**src/rtl/calg_pkg.sv**
```systemverilog
// shared types and constants for the claim attempt lockout guard
package calg_pkg;

  localparam logic [2:0] ACT_INIT    = 3'd0;
  localparam logic [2:0] ACT_OPEN    = 3'd1;
  localparam logic [2:0] ACT_CANCEL  = 3'd2;
  localparam logic [2:0] ACT_QUERY   = 3'd3;
  localparam logic [2:0] ACT_RESPOND = 3'd4;
  localparam logic [2:0] ACT_COMM    = 3'd5;
  localparam logic [2:0] ACT_FACTORY = 3'd6;

  localparam logic [2:0] RC_OK        = 3'd0;
  localparam logic [2:0] RC_NOT_READY = 3'd1;
  localparam logic [2:0] RC_INVALID   = 3'd2;
  localparam logic [2:0] RC_BUSY      = 3'd3;
  localparam logic [2:0] RC_DENIED    = 3'd4;

  localparam logic [1:0] REG_MAX_ATTEMPTS = 2'd0;
  localparam logic [1:0] REG_INIT_LOCKOUT = 2'd1;
  localparam logic [1:0] REG_MAX_LOCKOUT  = 2'd2;
  localparam logic [1:0] REG_MAX_LEVEL    = 2'd3;

  localparam logic [3:0]  RST_MAX_ATTEMPTS = 4'd5;
  localparam logic [31:0] RST_INIT_LOCKOUT = 32'd60000;
  localparam logic [31:0] RST_MAX_LOCKOUT  = 32'd900000;
  localparam logic [3:0]  RST_MAX_LEVEL    = 4'd5;
  localparam logic [3:0]  ATTEMPT_SAT      = 4'd15;

  typedef struct packed {
    logic [2:0]  action;
    logic [31:0] now_ms;
    logic [31:0] window_ms;
    logic [63:0] challenge_word0;
    logic [63:0] challenge_word1;
    logic [63:0] challenge_word2;
    logic [63:0] challenge_word3;
  } in_item_t;

  typedef struct packed {
    logic [2:0] result_code;
    logic       window_open;
    logic [3:0] status_flags;
    logic       proof_grant;
    logic [3:0] escalation;
  } out_item_t;

  typedef struct packed {
    logic [3:0]  max_attempts;
    logic [31:0] initial_lockout_ms;
    logic [31:0] max_lockout_ms;
    logic [3:0]  max_lockout_level;
  } cfg_t;

  typedef enum logic [2:0] {
    ST_IDLE,
    ST_CHECK,
    ST_SREAD,
    ST_SCMP,
    ST_GRANT,
    ST_DOUBLE,
    ST_DONE
  } state_t;

  typedef struct packed {
    logic load;
    logic check;
    logic scan_read;
    logic scan_next;
    logic deny;
    logic grant;
    logic dbl_step;
    logic lock_apply;
    logic out_load;
  } cmd_t;

  typedef struct packed {
    logic go_scan;
    logic scan_end;
    logic match;
    logic need_lock;
    logic dbl_done;
  } sts_t;

  function automatic logic time_before(input logic [31:0] a, input logic [31:0] b);
    logic [31:0] d;
    d = a - b;
    return d[31];
  endfunction

endpackage

```
**src/rtl/claim_attempt_lockout_guard_unit.sv**
```systemverilog
// Claim attempt lockout guard top level with its configuration registers.
// One transaction is taken at a time. Every event is captured and evaluated,
// and its result is loaded into the result register once that is free. A
// respond that passes the window and attempt checks first reads and compares
// the replay ring entry by entry up to its fill level; if none matches, it
// records the challenge and, when it starts a lockout, doubles the lockout
// duration, capped at the maximum, once per escalation level above the first.
// A new event is taken while the previous result still waits.
module claim_attempt_lockout_guard_unit
  import calg_pkg::*;
#(
  parameter int REPLAY_DEPTH = 8
)(
  input  logic        clk,
  input  logic        rst_n,
  input  logic        in_valid,
  output logic        in_ready,
  input  in_item_t    in_data,
  output logic        out_valid,
  input  logic        out_ready,
  output out_item_t   out_data,
  input  logic        psel,
  input  logic        penable,
  input  logic        pwrite,
  input  logic [3:0]  paddr,
  input  logic [31:0] pwdata,
  output logic [31:0] prdata,
  output logic        pready
);

  cfg_t cfg_r, cfg_nxt;
  cmd_t cmd;
  sts_t sts;
  logic wr_en;

  assign pready = 1'b1;
  assign wr_en  = psel && penable && pwrite;

  always_comb begin
    cfg_nxt = cfg_r;
    if (wr_en) begin
      case (paddr[3:2])
        REG_MAX_ATTEMPTS: cfg_nxt.max_attempts       = pwdata[3:0];
        REG_INIT_LOCKOUT: cfg_nxt.initial_lockout_ms = pwdata;
        REG_MAX_LOCKOUT:  cfg_nxt.max_lockout_ms     = pwdata;
        REG_MAX_LEVEL:    cfg_nxt.max_lockout_level  = pwdata[3:0];
        default:          cfg_nxt = cfg_r;
      endcase
    end
  end

  always_comb begin
    case (paddr[3:2])
      REG_MAX_ATTEMPTS: prdata = {28'd0, cfg_r.max_attempts};
      REG_INIT_LOCKOUT: prdata = cfg_r.initial_lockout_ms;
      REG_MAX_LOCKOUT:  prdata = cfg_r.max_lockout_ms;
      REG_MAX_LEVEL:    prdata = {28'd0, cfg_r.max_lockout_level};
      default:          prdata = '0;
    endcase
  end

  always_ff @(posedge clk) begin
    if (!rst_n) begin
      cfg_r.max_attempts       <= RST_MAX_ATTEMPTS;
      cfg_r.initial_lockout_ms <= RST_INIT_LOCKOUT;
      cfg_r.max_lockout_ms     <= RST_MAX_LOCKOUT;
      cfg_r.max_lockout_level  <= RST_MAX_LEVEL;
    end else begin
      cfg_r <= cfg_nxt;
    end
  end

  calg_ctrl u_ctrl (
    .clk       (clk),
    .rst_n     (rst_n),
    .in_valid  (in_valid),
    .in_ready  (in_ready),
    .out_valid (out_valid),
    .out_ready (out_ready),
    .sts       (sts),
    .cmd       (cmd)
  );

  calg_dp #(
    .REPLAY_DEPTH (REPLAY_DEPTH)
  ) u_dp (
    .clk      (clk),
    .rst_n    (rst_n),
    .cmd      (cmd),
    .sts      (sts),
    .in_data  (in_data),
    .cfg      (cfg_r),
    .out_data (out_data)
  );

endmodule

```
**src/rtl/calg_ctrl.sv**
```systemverilog
// controller state machine sequencing one transaction through the datapath
module calg_ctrl
  import calg_pkg::*;
(
  input  logic clk,
  input  logic rst_n,
  input  logic in_valid,
  output logic in_ready,
  output logic out_valid,
  input  logic out_ready,
  input  sts_t sts,
  output cmd_t cmd
);

  state_t state_r, state_nxt;
  logic   out_valid_r, out_valid_nxt;
  logic   out_free;

  assign out_free  = !out_valid_r || out_ready;
  assign in_ready  = (state_r == ST_IDLE);
  assign out_valid = out_valid_r;

  always_comb begin
    state_nxt = state_r;
    case (state_r)
      ST_IDLE:   if (in_valid) state_nxt = ST_CHECK;
      ST_CHECK:  state_nxt = sts.go_scan ? ST_SREAD : ST_DONE;
      ST_SREAD:  state_nxt = sts.scan_end ? ST_GRANT : ST_SCMP;
      ST_SCMP:   state_nxt = sts.match ? ST_DONE : ST_SREAD;
      ST_GRANT:  state_nxt = sts.need_lock ? ST_DOUBLE : ST_DONE;
      ST_DOUBLE: if (sts.dbl_done) state_nxt = ST_DONE;
      ST_DONE:   if (out_free) state_nxt = ST_IDLE;
      default:   state_nxt = ST_IDLE;
    endcase
  end

  always_comb begin
    cmd = '0;
    case (state_r)
      ST_IDLE:   cmd.load = in_valid;
      ST_CHECK:  cmd.check = 1'b1;
      ST_SREAD:  cmd.scan_read = !sts.scan_end;
      ST_SCMP: begin
        cmd.deny      = sts.match;
        cmd.scan_next = !sts.match;
      end
      ST_GRANT:  cmd.grant = 1'b1;
      ST_DOUBLE: begin
        cmd.dbl_step   = !sts.dbl_done;
        cmd.lock_apply = sts.dbl_done;
      end
      ST_DONE:   cmd.out_load = out_free;
      default:   cmd = '0;
    endcase
  end

  always_comb begin
    out_valid_nxt = out_valid_r;
    if (cmd.out_load) begin
      out_valid_nxt = 1'b1;
    end else if (out_ready) begin
      out_valid_nxt = 1'b0;
    end
  end

  always_ff @(posedge clk) begin
    if (!rst_n) begin
      state_r     <= ST_IDLE;
      out_valid_r <= 1'b0;
    end else begin
      state_r     <= state_nxt;
      out_valid_r <= out_valid_nxt;
    end
  end

endmodule

```
**src/rtl/calg_dp.sv**
```systemverilog
// datapath: claim state, replay ring memory, lockout doubling and result register
module calg_dp
  import calg_pkg::*;
#(
  parameter int REPLAY_DEPTH = 8
)(
  input  logic      clk,
  input  logic      rst_n,
  input  cmd_t      cmd,
  output sts_t      sts,
  input  in_item_t  in_data,
  input  cfg_t      cfg,
  output out_item_t out_data
);

  localparam int IDX_W  = (REPLAY_DEPTH > 1) ? $clog2(REPLAY_DEPTH) : 1;
  localparam int FILL_W = $clog2(REPLAY_DEPTH + 1);
  localparam logic [IDX_W-1:0]  LAST_IDX = IDX_W'(REPLAY_DEPTH - 1);
  localparam logic [FILL_W-1:0] FULL     = FILL_W'(REPLAY_DEPTH);

  in_item_t            req_r;
  logic                ready_r, ready_nxt;
  logic                active_r, active_nxt;
  logic                claimed_r, claimed_nxt;
  logic [31:0]         expiry_r, expiry_nxt;
  logic [31:0]         until_r, until_nxt;
  logic [31:0]         ldur_r, ldur_nxt;
  logic [3:0]          attempt_r, attempt_nxt;
  logic [3:0]          level_r, level_nxt;
  logic [IDX_W-1:0]    ring_next_r, ring_next_nxt;
  logic [FILL_W-1:0]   ring_fill_r, ring_fill_nxt;
  logic [FILL_W-1:0]   scan_r, scan_nxt;
  logic [2:0]          code_r, code_nxt;
  logic                grant_r, grant_nxt;
  logic [31:0]         dbl_r, dbl_nxt;
  logic [3:0]          dcnt_r, dcnt_nxt;
  logic [255:0]        rd_r;
  logic [255:0]        mem [REPLAY_DEPTH];
  out_item_t           out_r;

  logic [255:0] chal;
  logic [31:0]  now;
  logic         lk_exp, locked, win_exp, act_after;
  logic [3:0]   att_after, att_inc;
  logic [4:0]   lvl_inc;
  logic [32:0]  dbl2;
  logic         lock_flag;

  assign chal = {req_r.challenge_word3, req_r.challenge_word2,
                 req_r.challenge_word1, req_r.challenge_word0};
  assign now  = req_r.now_ms;

  assign lk_exp    = (ldur_r != 32'd0) && !time_before(now, until_r);
  assign locked    = (ldur_r != 32'd0) && time_before(now, until_r);
  assign win_exp   = active_r && !time_before(now, expiry_r);
  assign act_after = active_r && !win_exp && !locked;
  assign att_after = lk_exp ? 4'd0 : attempt_r;
  assign att_inc   = (attempt_r == ATTEMPT_SAT) ? ATTEMPT_SAT : attempt_r + 4'd1;
  assign lvl_inc   = {1'b0, level_r} + 5'd1;
  assign dbl2      = {dbl_r, 1'b0};
  assign lock_flag = (ldur_r != 32'd0) && time_before(now, until_r);

  assign sts.go_scan   = (req_r.action == ACT_RESPOND) && act_after &&
                         (att_after < cfg.max_attempts);
  assign sts.scan_end  = (scan_r == ring_fill_r);
  assign sts.match     = (rd_r == chal);
  assign sts.need_lock = (att_inc >= cfg.max_attempts);
  assign sts.dbl_done  = (dcnt_r >= level_r);

  assign out_data = out_r;

  always_comb begin
    ready_nxt     = ready_r;
    active_nxt    = active_r;
    claimed_nxt   = claimed_r;
    expiry_nxt    = expiry_r;
    until_nxt     = until_r;
    ldur_nxt      = ldur_r;
    attempt_nxt   = attempt_r;
    level_nxt     = level_r;
    ring_next_nxt = ring_next_r;
    ring_fill_nxt = ring_fill_r;
    scan_nxt      = scan_r;
    code_nxt      = code_r;
    grant_nxt     = grant_r;
    dbl_nxt       = dbl_r;
    dcnt_nxt      = dcnt_r;

    if (cmd.load) begin
      code_nxt  = RC_OK;
      grant_nxt = 1'b0;
      scan_nxt  = '0;
    end

    if (cmd.check) begin
      case (req_r.action)
        ACT_INIT: begin
          ready_nxt = 1'b1;
          until_nxt = ldur_r;
        end
        ACT_OPEN: begin
          if (!ready_r) begin
            code_nxt = RC_NOT_READY;
          end else if (req_r.window_ms == 32'd0) begin
            code_nxt = RC_INVALID;
          end else begin
            if (lk_exp) begin
              attempt_nxt = '0;
              ldur_nxt    = '0;
              until_nxt   = '0;
            end
            if (locked) begin
              code_nxt = RC_BUSY;
            end else begin
              expiry_nxt    = now + req_r.window_ms;
              ring_next_nxt = '0;
              ring_fill_nxt = '0;
              active_nxt    = 1'b1;
            end
          end
        end
        ACT_CANCEL: begin
          active_nxt    = 1'b0;
          expiry_nxt    = '0;
          ring_next_nxt = '0;
          ring_fill_nxt = '0;
        end
        ACT_QUERY, ACT_RESPOND: begin
          if (win_exp) begin
            active_nxt    = 1'b0;
            expiry_nxt    = '0;
            ring_next_nxt = '0;
            ring_fill_nxt = '0;
          end
          if (lk_exp) begin
            attempt_nxt = '0;
            ldur_nxt    = '0;
            until_nxt   = '0;
          end
          if (locked) active_nxt = 1'b0;
          if (req_r.action == ACT_RESPOND) begin
            if (!act_after) begin
              code_nxt = RC_DENIED;
            end else if (att_after >= cfg.max_attempts) begin
              code_nxt = RC_BUSY;
            end
          end
        end
        ACT_COMM: begin
          if (!ready_r) begin
            code_nxt = RC_NOT_READY;
          end else begin
            claimed_nxt   = 1'b1;
            attempt_nxt   = '0;
            level_nxt     = '0;
            ldur_nxt      = '0;
            until_nxt     = '0;
            active_nxt    = 1'b0;
            expiry_nxt    = '0;
            ring_next_nxt = '0;
            ring_fill_nxt = '0;
          end
        end
        ACT_FACTORY: begin
          claimed_nxt   = 1'b0;
          attempt_nxt   = '0;
          level_nxt     = '0;
          ldur_nxt      = '0;
          until_nxt     = '0;
          active_nxt    = 1'b0;
          expiry_nxt    = '0;
          ring_next_nxt = '0;
          ring_fill_nxt = '0;
        end
        default: code_nxt = RC_INVALID;
      endcase
    end

    if (cmd.scan_next) scan_nxt = scan_r + FILL_W'(1);
    if (cmd.deny) code_nxt = RC_DENIED;

    if (cmd.grant) begin
      grant_nxt     = 1'b1;
      ring_next_nxt = (ring_next_r == LAST_IDX) ? '0 : ring_next_r + IDX_W'(1);
      if (ring_fill_r != FULL) ring_fill_nxt = ring_fill_r + FILL_W'(1);
      attempt_nxt = att_inc;
      if (att_inc >= cfg.max_attempts) begin
        level_nxt = (lvl_inc > {1'b0, cfg.max_lockout_level}) ?
                    cfg.max_lockout_level : lvl_inc[3:0];
        dbl_nxt   = cfg.initial_lockout_ms;
        dcnt_nxt  = 4'd1;
      end
    end

    if (cmd.dbl_step) begin
      dbl_nxt  = (dbl2 > {1'b0, cfg.max_lockout_ms}) ? cfg.max_lockout_ms : dbl2[31:0];
      dcnt_nxt = dcnt_r + 4'd1;
    end

    if (cmd.lock_apply) begin
      ldur_nxt   = dbl_r;
      until_nxt  = now + dbl_r;
      active_nxt = 1'b0;
    end
  end

  always_ff @(posedge clk) begin
    if (!rst_n) begin
      ready_r     <= 1'b0;
      active_r    <= 1'b0;
      claimed_r   <= 1'b0;
      expiry_r    <= '0;
      until_r     <= '0;
      ldur_r      <= '0;
      attempt_r   <= '0;
      level_r     <= '0;
      ring_next_r <= '0;
      ring_fill_r <= '0;
    end else begin
      ready_r     <= ready_nxt;
      active_r    <= active_nxt;
      claimed_r   <= claimed_nxt;
      expiry_r    <= expiry_nxt;
      until_r     <= until_nxt;
      ldur_r      <= ldur_nxt;
      attempt_r   <= attempt_nxt;
      level_r     <= level_nxt;
      ring_next_r <= ring_next_nxt;
      ring_fill_r <= ring_fill_nxt;
    end
  end

  always_ff @(posedge clk) begin
    if (cmd.load) req_r <= in_data;
    scan_r  <= scan_nxt;
    code_r  <= code_nxt;
    grant_r <= grant_nxt;
    dbl_r   <= dbl_nxt;
    dcnt_r  <= dcnt_nxt;
    if (cmd.out_load) begin
      out_r.result_code  <= code_r;
      out_r.window_open  <= active_r;
      out_r.status_flags <= {lock_flag, claimed_r, ~claimed_r, active_r};
      out_r.proof_grant  <= grant_r;
      out_r.escalation   <= level_r;
    end
  end

  // replay ring
  always_ff @(posedge clk) begin
    if (cmd.grant) mem[ring_next_r] <= chal;
    if (cmd.scan_read) rd_r <= mem[scan_r[IDX_W-1:0]];
  end

endmodule
```
**config.mk**
```make
export PLATFORM = sky130hd
export DESIGN_NAME = claim_attempt_lockout_guard_unit
export DESIGN_NICKNAME = d
export VERILOG_FILES = /design/src/rtl/calg_pkg.sv /design/src/rtl/claim_attempt_lockout_guard_unit.sv /design/src/rtl/calg_ctrl.sv /design/src/rtl/calg_dp.sv
export SDC_FILE = /design/constraint.sdc
export NUM_CORES = 2
export LEC_CHECK = 0
export BUFFER_PORTS_ARGS = -buffer_cell sky130_fd_sc_hd__buf_2
export CAP_MARGIN = 20
export CORE_MARGIN = 2
export CORE_UTILIZATION = 35
export DETAILED_ROUTE_END_ITERATION = 12
export PLACE_DENSITY = 0.52
export SLEW_MARGIN = 20
export SYNTH_ARGS = -nofsm -noshare
export SYNTH_HDL_FRONTEND = slang
export SYNTH_HIERARCHICAL = 1
export SYNTH_SLANG_ARGS = --single-unit
```
**constraint.sdc**
```tcl
create_clock -name clk -period 54.5 [get_ports clk]
set_clock_uncertainty 0.2 [all_clocks]
set_input_delay 8.175 -clock clk [delete_from_list [all_inputs] [get_ports clk]]
set_output_delay 8.175 -clock clk [all_outputs]
set_load 0.1 [all_outputs]
```
### After elaboration in Yosys (flattened, before gate mapping)

Memory sizes are Yosys's and may differ from the RTL's. A register that Yosys moved wholly into a read port is not among the register bits.
Cells that the tools add are included.
W data, S select, Z words.

| cells by class | value |
|---|---|
| add/sub/neg operators | 10 |
| order comparisons | 6 |
| muxes and demuxes | 98 |
| reduce and logical (&&, ||, !) cells | 53 |
| eq/ne operators | 37 |
| bitwise operators | 2 |

Operators by type and width:

| cell | count |
|---|---|
| $mux W32 | 19 |
| $pmux W32 S4 | 3 |
| $eq A256 B256 Y1 | 1 |
| $pmux W32 S5 | 1 |
| $mux W4 | 25 |
| $mux W3 | 23 |
| $add A32 B32 Y32 | 2 |
| $sub A32 B32 Y32 | 2 |
| $gt A33 B32 Y1 | 1 |
| $logic_not A32 Y1 | 1 |
| $pmux W4 S4 | 2 |
| $reduce_bool A32 Y1 | 1 |
| $pmux W3 S4 | 2 |
| $eq A3 B3 Y1 const B | 7 |
| $pmux W3 S7 | 1 |
| $reduce_and A7 Y1 | 3 |
| $add A4 B1 Y4 const B | 4 |
| $mux W1 | 16 |
| $ne A3 B2 Y1 const B | 5 |
| $reduce_and A5 Y1 | 3 |
| $reduce_bool A5 Y1 | 3 |
| $reduce_bool A2 Y1 | 7 |
| $eq A3 B2 Y1 const B | 4 |
| $ge A4 B4 Y1 | 3 |
| 30 further kinds | 67 |

| storage, ports and cells | value |
|---|---|
| memories | 1 |
| input bits | 366 |
| register bits after elaboration | 570 |
| bits in writable memories | 2,048 |
| output and inout port bits | 48 |

Memories:

| name | words | width | read ports | clocked after memory_dff | wr ports | RTL line | text |
|---|---|---|---|---|---|---|---|
| u_dp.mem | 8 | 256 | 1 | 1 | 1 | calg_dp.sv:38 | `logic [255:0] mem [REPLAY_DEPTH];` |

### Logic depth before layout (Yosys ltp)

| logic depth | value |
|---|---|
| depth in word-level cells | 10 |
| mapped depth | 20 |
| gate-level depth less buffers | 20 |

### Cells and area by module

The synthesis kept the hierarchy.

By module, submodules not included:

| module | area an instance (µm²) | cells each | times used | seq. area each (µm²) |
|---|---|---|---|---|
| calg_dp | 110,081.8 | 5,531 | 1 | 82,809.4 |
| claim_attempt_lockout_guard_unit | 3,235.6 | 337 | 1 | 1,441.4 |
| calg_ctrl | 327.8 | 44 | 1 | 80.1 |

### Worst setup path before layout

Ideal clock, no wire load.

| timing path | value |
|---|---|
| path kind | reg2reg |
| start | register u_dp.scan_r[0] |
| end | register u_dp.rd_r[0], read port of u_dp.mem, enable pin |
| required time | 53.112 ns |
| setup time | 1.188 ns |
| buffers on the path | 3 |
| arrival | 19.112 ns |
| cell stages (with the launch flop) | 7 |
| path slack | 34.000 ns |
| cell sequence | edfxtp_1 clkbuf_1 buf_1 buf_1 xor2_1 nor4_1 nor3_1 |

RTL lines:

| what | RTL line | text |
|---|---|---|
| from (decl) | calg_dp.sv:32 | `logic [FILL_W-1:0] scan_r, scan_nxt;` |
| from (signal assigned) | calg_dp.sv:235 | `scan_r <= scan_nxt;` |
| to (decl) | calg_dp.sv:37 | `logic [255:0] rd_r;` |

### Final worst setup path

| timing path | value |
|---|---|
| start | input port paddr[2] |
| end | output port prdata[20] |

| between the ends | value |
|---|---|
| longest elaborated chain between the ends | 2 |
| elaborated cells on any way between the ends | 5 |
| those cells by class | eq/ne: 3; mux: 1; reduce/logical: 1 |

RTL lines:

| what | RTL line | text |
|---|---|---|
| from (decl) | claim_attempt_lockout_guard_unit.sv:25 | `input logic [3:0] paddr,` |
| $eq A2 B2 Y1 (tied with other cells) | claim_attempt_lockout_guard_unit.sv:53 | `case (paddr[3:2])` |
| $pmux W32 S4 * | claim_attempt_lockout_guard_unit.sv:53 |  |
| to (decl) | claim_attempt_lockout_guard_unit.sv:27 | `output logic [31:0] prdata,` |

Every way passes the cells marked *; elsewhere a longest branch is shown, timed or not.

==> summary.md <==
| Metric | Value |
|---|---|
| Hold depth | `0` |
| CTS sink count | `2,873` |
| Iteration-0 DRC Markers | `4,800` |
| Worst-path fanout max | `35` |
| Crit path DAT | `9.88 ns` |
| Full die area | `0.329 mm²` |
| Leak | `0.0426 µW` |
| Port bufs | `410` |
| Dpl cell area | `0.121 mm²` |
| Clk_lat worst skew | `0.91 ns` |
| Cell Int Power | `4600 µW` |
| Vias in the first global route | `58.7k` |
| Clock Pin Slew Worst Setup and Hold Paths | `0.06 ns` |
| Hold-fix buffers at CTS | `0` |
| CTS max path bufs | `4` |
| Multi-input gate area | `0.0277 mm²` |
| Post-DP HPWL | `182 mm` |
| Register area | `0.0843 mm²` |
| Total Wirelength | `302 mm` |
| Switching part of the total | `0.288` |
| YS warnings | `6` |
| First-pass GRT wire length | `430 mm` |
| Max-slew violations | `0` |
| Tmin final | `18.26 ns` |
| PD cells | `49.2 mW/mm²` |
| EDFF count, synth | `2,679` |
| Total track usage | `0.180` |
| Starting Density | `0.351` |
| Power share of the combinational group | `0.210` |
| Post-route ant nets | `0` |
| Largest net degree at the start of global routing | `146` |
| Drt pass-1 iters | `5` |
| Grt ovf | `0` |
| Initial antenna violation count | `62` |
| TritonCTS Buffers | `321` |
| Max-Cap Viols | `0` |
| Final setup violation count | `0` |
| Status | `finished, final reports clean` |
| R2R Setup Slk | `48.38 ns` |
| Setup Fix Bufs, Post-CTS | `0` |
| Synth cell count leaders | `edfxtp_1 (2,679), mux4_2 (516), mux2_2 (256)` |
| Layout Nets | `7,040` |
| Final worst path period share | `0.335` |
| Clock Root Buffer | `clkbuf_16` |
| Layout cells sized above 1 | `0.261` |
| Core Rows | `209` |
| Fillers | `29.1k` |
| Reg-to-reg endpoint | `u_dp/mem[1][187]` |
| Worst Hold Launch | `u_dp/code_r[1]` |
| Final hold vios | `0` |
| DRC viols | `0` |
| Yosys top cell area share | `0.708` |
| Worst Hold Class | `flip-flop to flip-flop` |
| Final instance area | `0.131 mm²` |
| Sequential Power Share | `0.470` |
| Slew @ Worst Pin | `1.21 ns` |
| Routed vias/inst | `5.18` |
| RR Startpoint | `u_ctrl/state_r[2]` |
| Sw Pwr | `1860 µW` |
| Hold Path Sink | `u_dp/out_data[11]` |
| Critical path launch point type | `primary input` |
| Seq/Total Area, Yosys | `0.742` |
| Maximum clock rate | `0.0548 GHz` |
| Worst setup EP type | `primary output` |
| Slew margin rel. | `0.187` |
| Die Y | `574 µm` |
| CTS tree | `built` |
| Post_cts resized | `0` |
| Setup TNS after final layout | `0 ns` |
| Max VDD drop | `0.0657 mV` |
| Syn nets | `6,457` |
| Clock Power Share | `0.320` |
| Mapped cell area | `0.114 mm²` |
| Post-Syn Instances | `5,912` |
| Pre-CTS setup slack | `36.27 ns` |
| Cell with the most instances after synthesis | `edfxtp_1` |
| Placeable Area | `0.324 mm²` |
| Area contributors post-synth | `edfxtp_1 (71%), mux4_2 (10%), dfxtp_1 (3.4%)` |
| WP data required | `46.12 ns` |
| Wire per inst | `27.2 µm` |
| Final WS setup | `36.24 ns` |
| Syn_area_per_cell | `19.2 µm²` |
| Top Ports | `414` |
| Via Count | `57.5k` |
| DIE WIDTH | `574 µm` |
| Top FF cell, synth | `edfxtp_1` |
| RSZ-0062 raised after global routing | `no` |
| CP Class | `primary input to primary output` |
| Distinct cells, synth | `89` |
| Area leader, netlist | `edfxtp_1` |
| GP Congestion | `0.801` |
| # H-tree levels | `5` |
| Synth Register Bits | `2,873` |
| Async SR Flop Fraction | `0` |
| Reg2Reg Depth | `9` |
| Area Growth Syn to Fin | `15.3%` |
[layer usage]
metal  vias to the layer above  global-route usage  part of all wire
met5                         -                   0           0.00060
met4                        30              0.0489             0.023
met3                       408              0.0310             0.056
met2                      1633               0.284              0.47
met1                     30400               0.256              0.45
li1                      25000                   -                 -
[cell usage in the layout (no fill, tap or decap), types with 61 or more instances in the layout]
master / n
edfxtp_1: 2679
mux4_2: 516
buf_2: 409
clkbuf_16: 328
mux2_2: 256
nand2_1: 196
dfxtp_1: 194
ha_1: 177
inv_1: 173
a21oi_1: 173
nor2_1: 172
xnor2_1: 168
xor2_1: 134
mux2i_1: 92
buf_4: 82
clkinv_1: 72
nand3_1: 70
clkbuf_1: 69
nand4_1: 61
[cells by family (layout without fill, tap and decap cells)]
| logic type | Yosys count | in the layout | synth area share |
|---|---|---|---|
| adder cells (fa/ha/maj) | 179 | 179 | 0.0198 |
| AND/OR/NAND/NOR | 712 | 712 | 0.0307 |
| XOR/XNOR | 303 | 303 | 0.0234 |
| other | 1 | 29 | 0.0000330 |
| flip-flops | 2873 | 2873 | 0.742 |
| AO/OA/AOI/OAI | 561 | 561 | 0.0332 |
| multiplexers | 864 | 864 | 0.136 |
| buffers and inverters | 419 | 1255 | 0.0150 |
[stage by stage]
| step | cells | total power, µW | util | hold WS, ns |
|---|---|---|---|---|
| 2_1_floorplan | 5912 | 4070 | - | 0.201 |
| 3_3_place_gp | 10500 | 4440 | 0.374 | 0.218 |
| 3_5_place_dp | 10500 | 4460 | 0.374 | 0.216 |
| 4_1_cts | 11100 | 6550 | 0.405 | 0.230 |
| 5_1_grt | 11100 | 6750 | 0.405 | 0.254 |
| 6_report | 11100 | 6450 | 0.405 | 0.225 |
[registers in the layout, indices dropped and copies added, names as in the netlist]
signal,cells
u_dp/mem,2048
u_dp/chal,256
u_dp/rd_r,256
cfg_r,72
u_dp/req_r,35
u_dp/dbl_r,32
u_dp/expiry_r,32
u_dp/ldur_r,32
u_dp/now,32
u_dp/until_r,32
u_dp/out_data,12
u_dp/attempt_r,4
u_dp/dcnt_r,4
u_dp/level_r,4
u_dp/ring_fill_r,4
u_dp/scan_r,4
u_ctrl/state_r,3
u_dp/code_r,3
u_dp/ring_next_r,3
u_ctrl/out_valid,1
u_dp/active_r,1
u_dp/claimed_r,1
u_dp/grant_r,1
u_dp/ready_r,1
[area by class of cell]
type / count / area share
multi-input cells: 2620 / 0.212
repair buffers: 505 / 0.0225
clock buffers: 400 / 0.0649
clock inverters: 176 / 0.0108
inverters: 174 / 0.00498
flip-flops and latches: 2873 / 0.643
well taps: 4325 / 0.0413
diodes: 28 / 0.000535
[critical path, stage by stage]
cell and delay (ns):
buf_2 0.18, nor2b_4 0.76, a22o_1 0.30, buf_2 0.45
[power by group through the flow]
stage | Sequential, µW | Combinational [µW] | Clock (µW)
finish | 3030 | 1360 | 2060
detailed placement | 3080 | 1380 | 0
CTS | 3040 | 1390 | 2120
global placement | 3060 | 1380 | 0
global route | 3070 | 1470 | 2210
floorplan | 3100 | 969 | 0
[worst max path at each step]
stage / slack [ns] / depth (start not counted) / endpoint / from
finish: 36.24 / 4 / prdata[20] / paddr[2]
global route: 36.17 / 4 / prdata[20] / paddr[2]
CTS: 36.28 / 4 / prdata[20] / paddr[2]
detailed placement: 36.27 / 4 / prdata[20] / paddr[2]
global placement: 36.29 / 4 / prdata[22] / paddr[2]
floorplan: 34.00 / 6 / u_dp/rd_r[0] / u_dp/scan_r[0]
(Power assumes the default switching activity.)
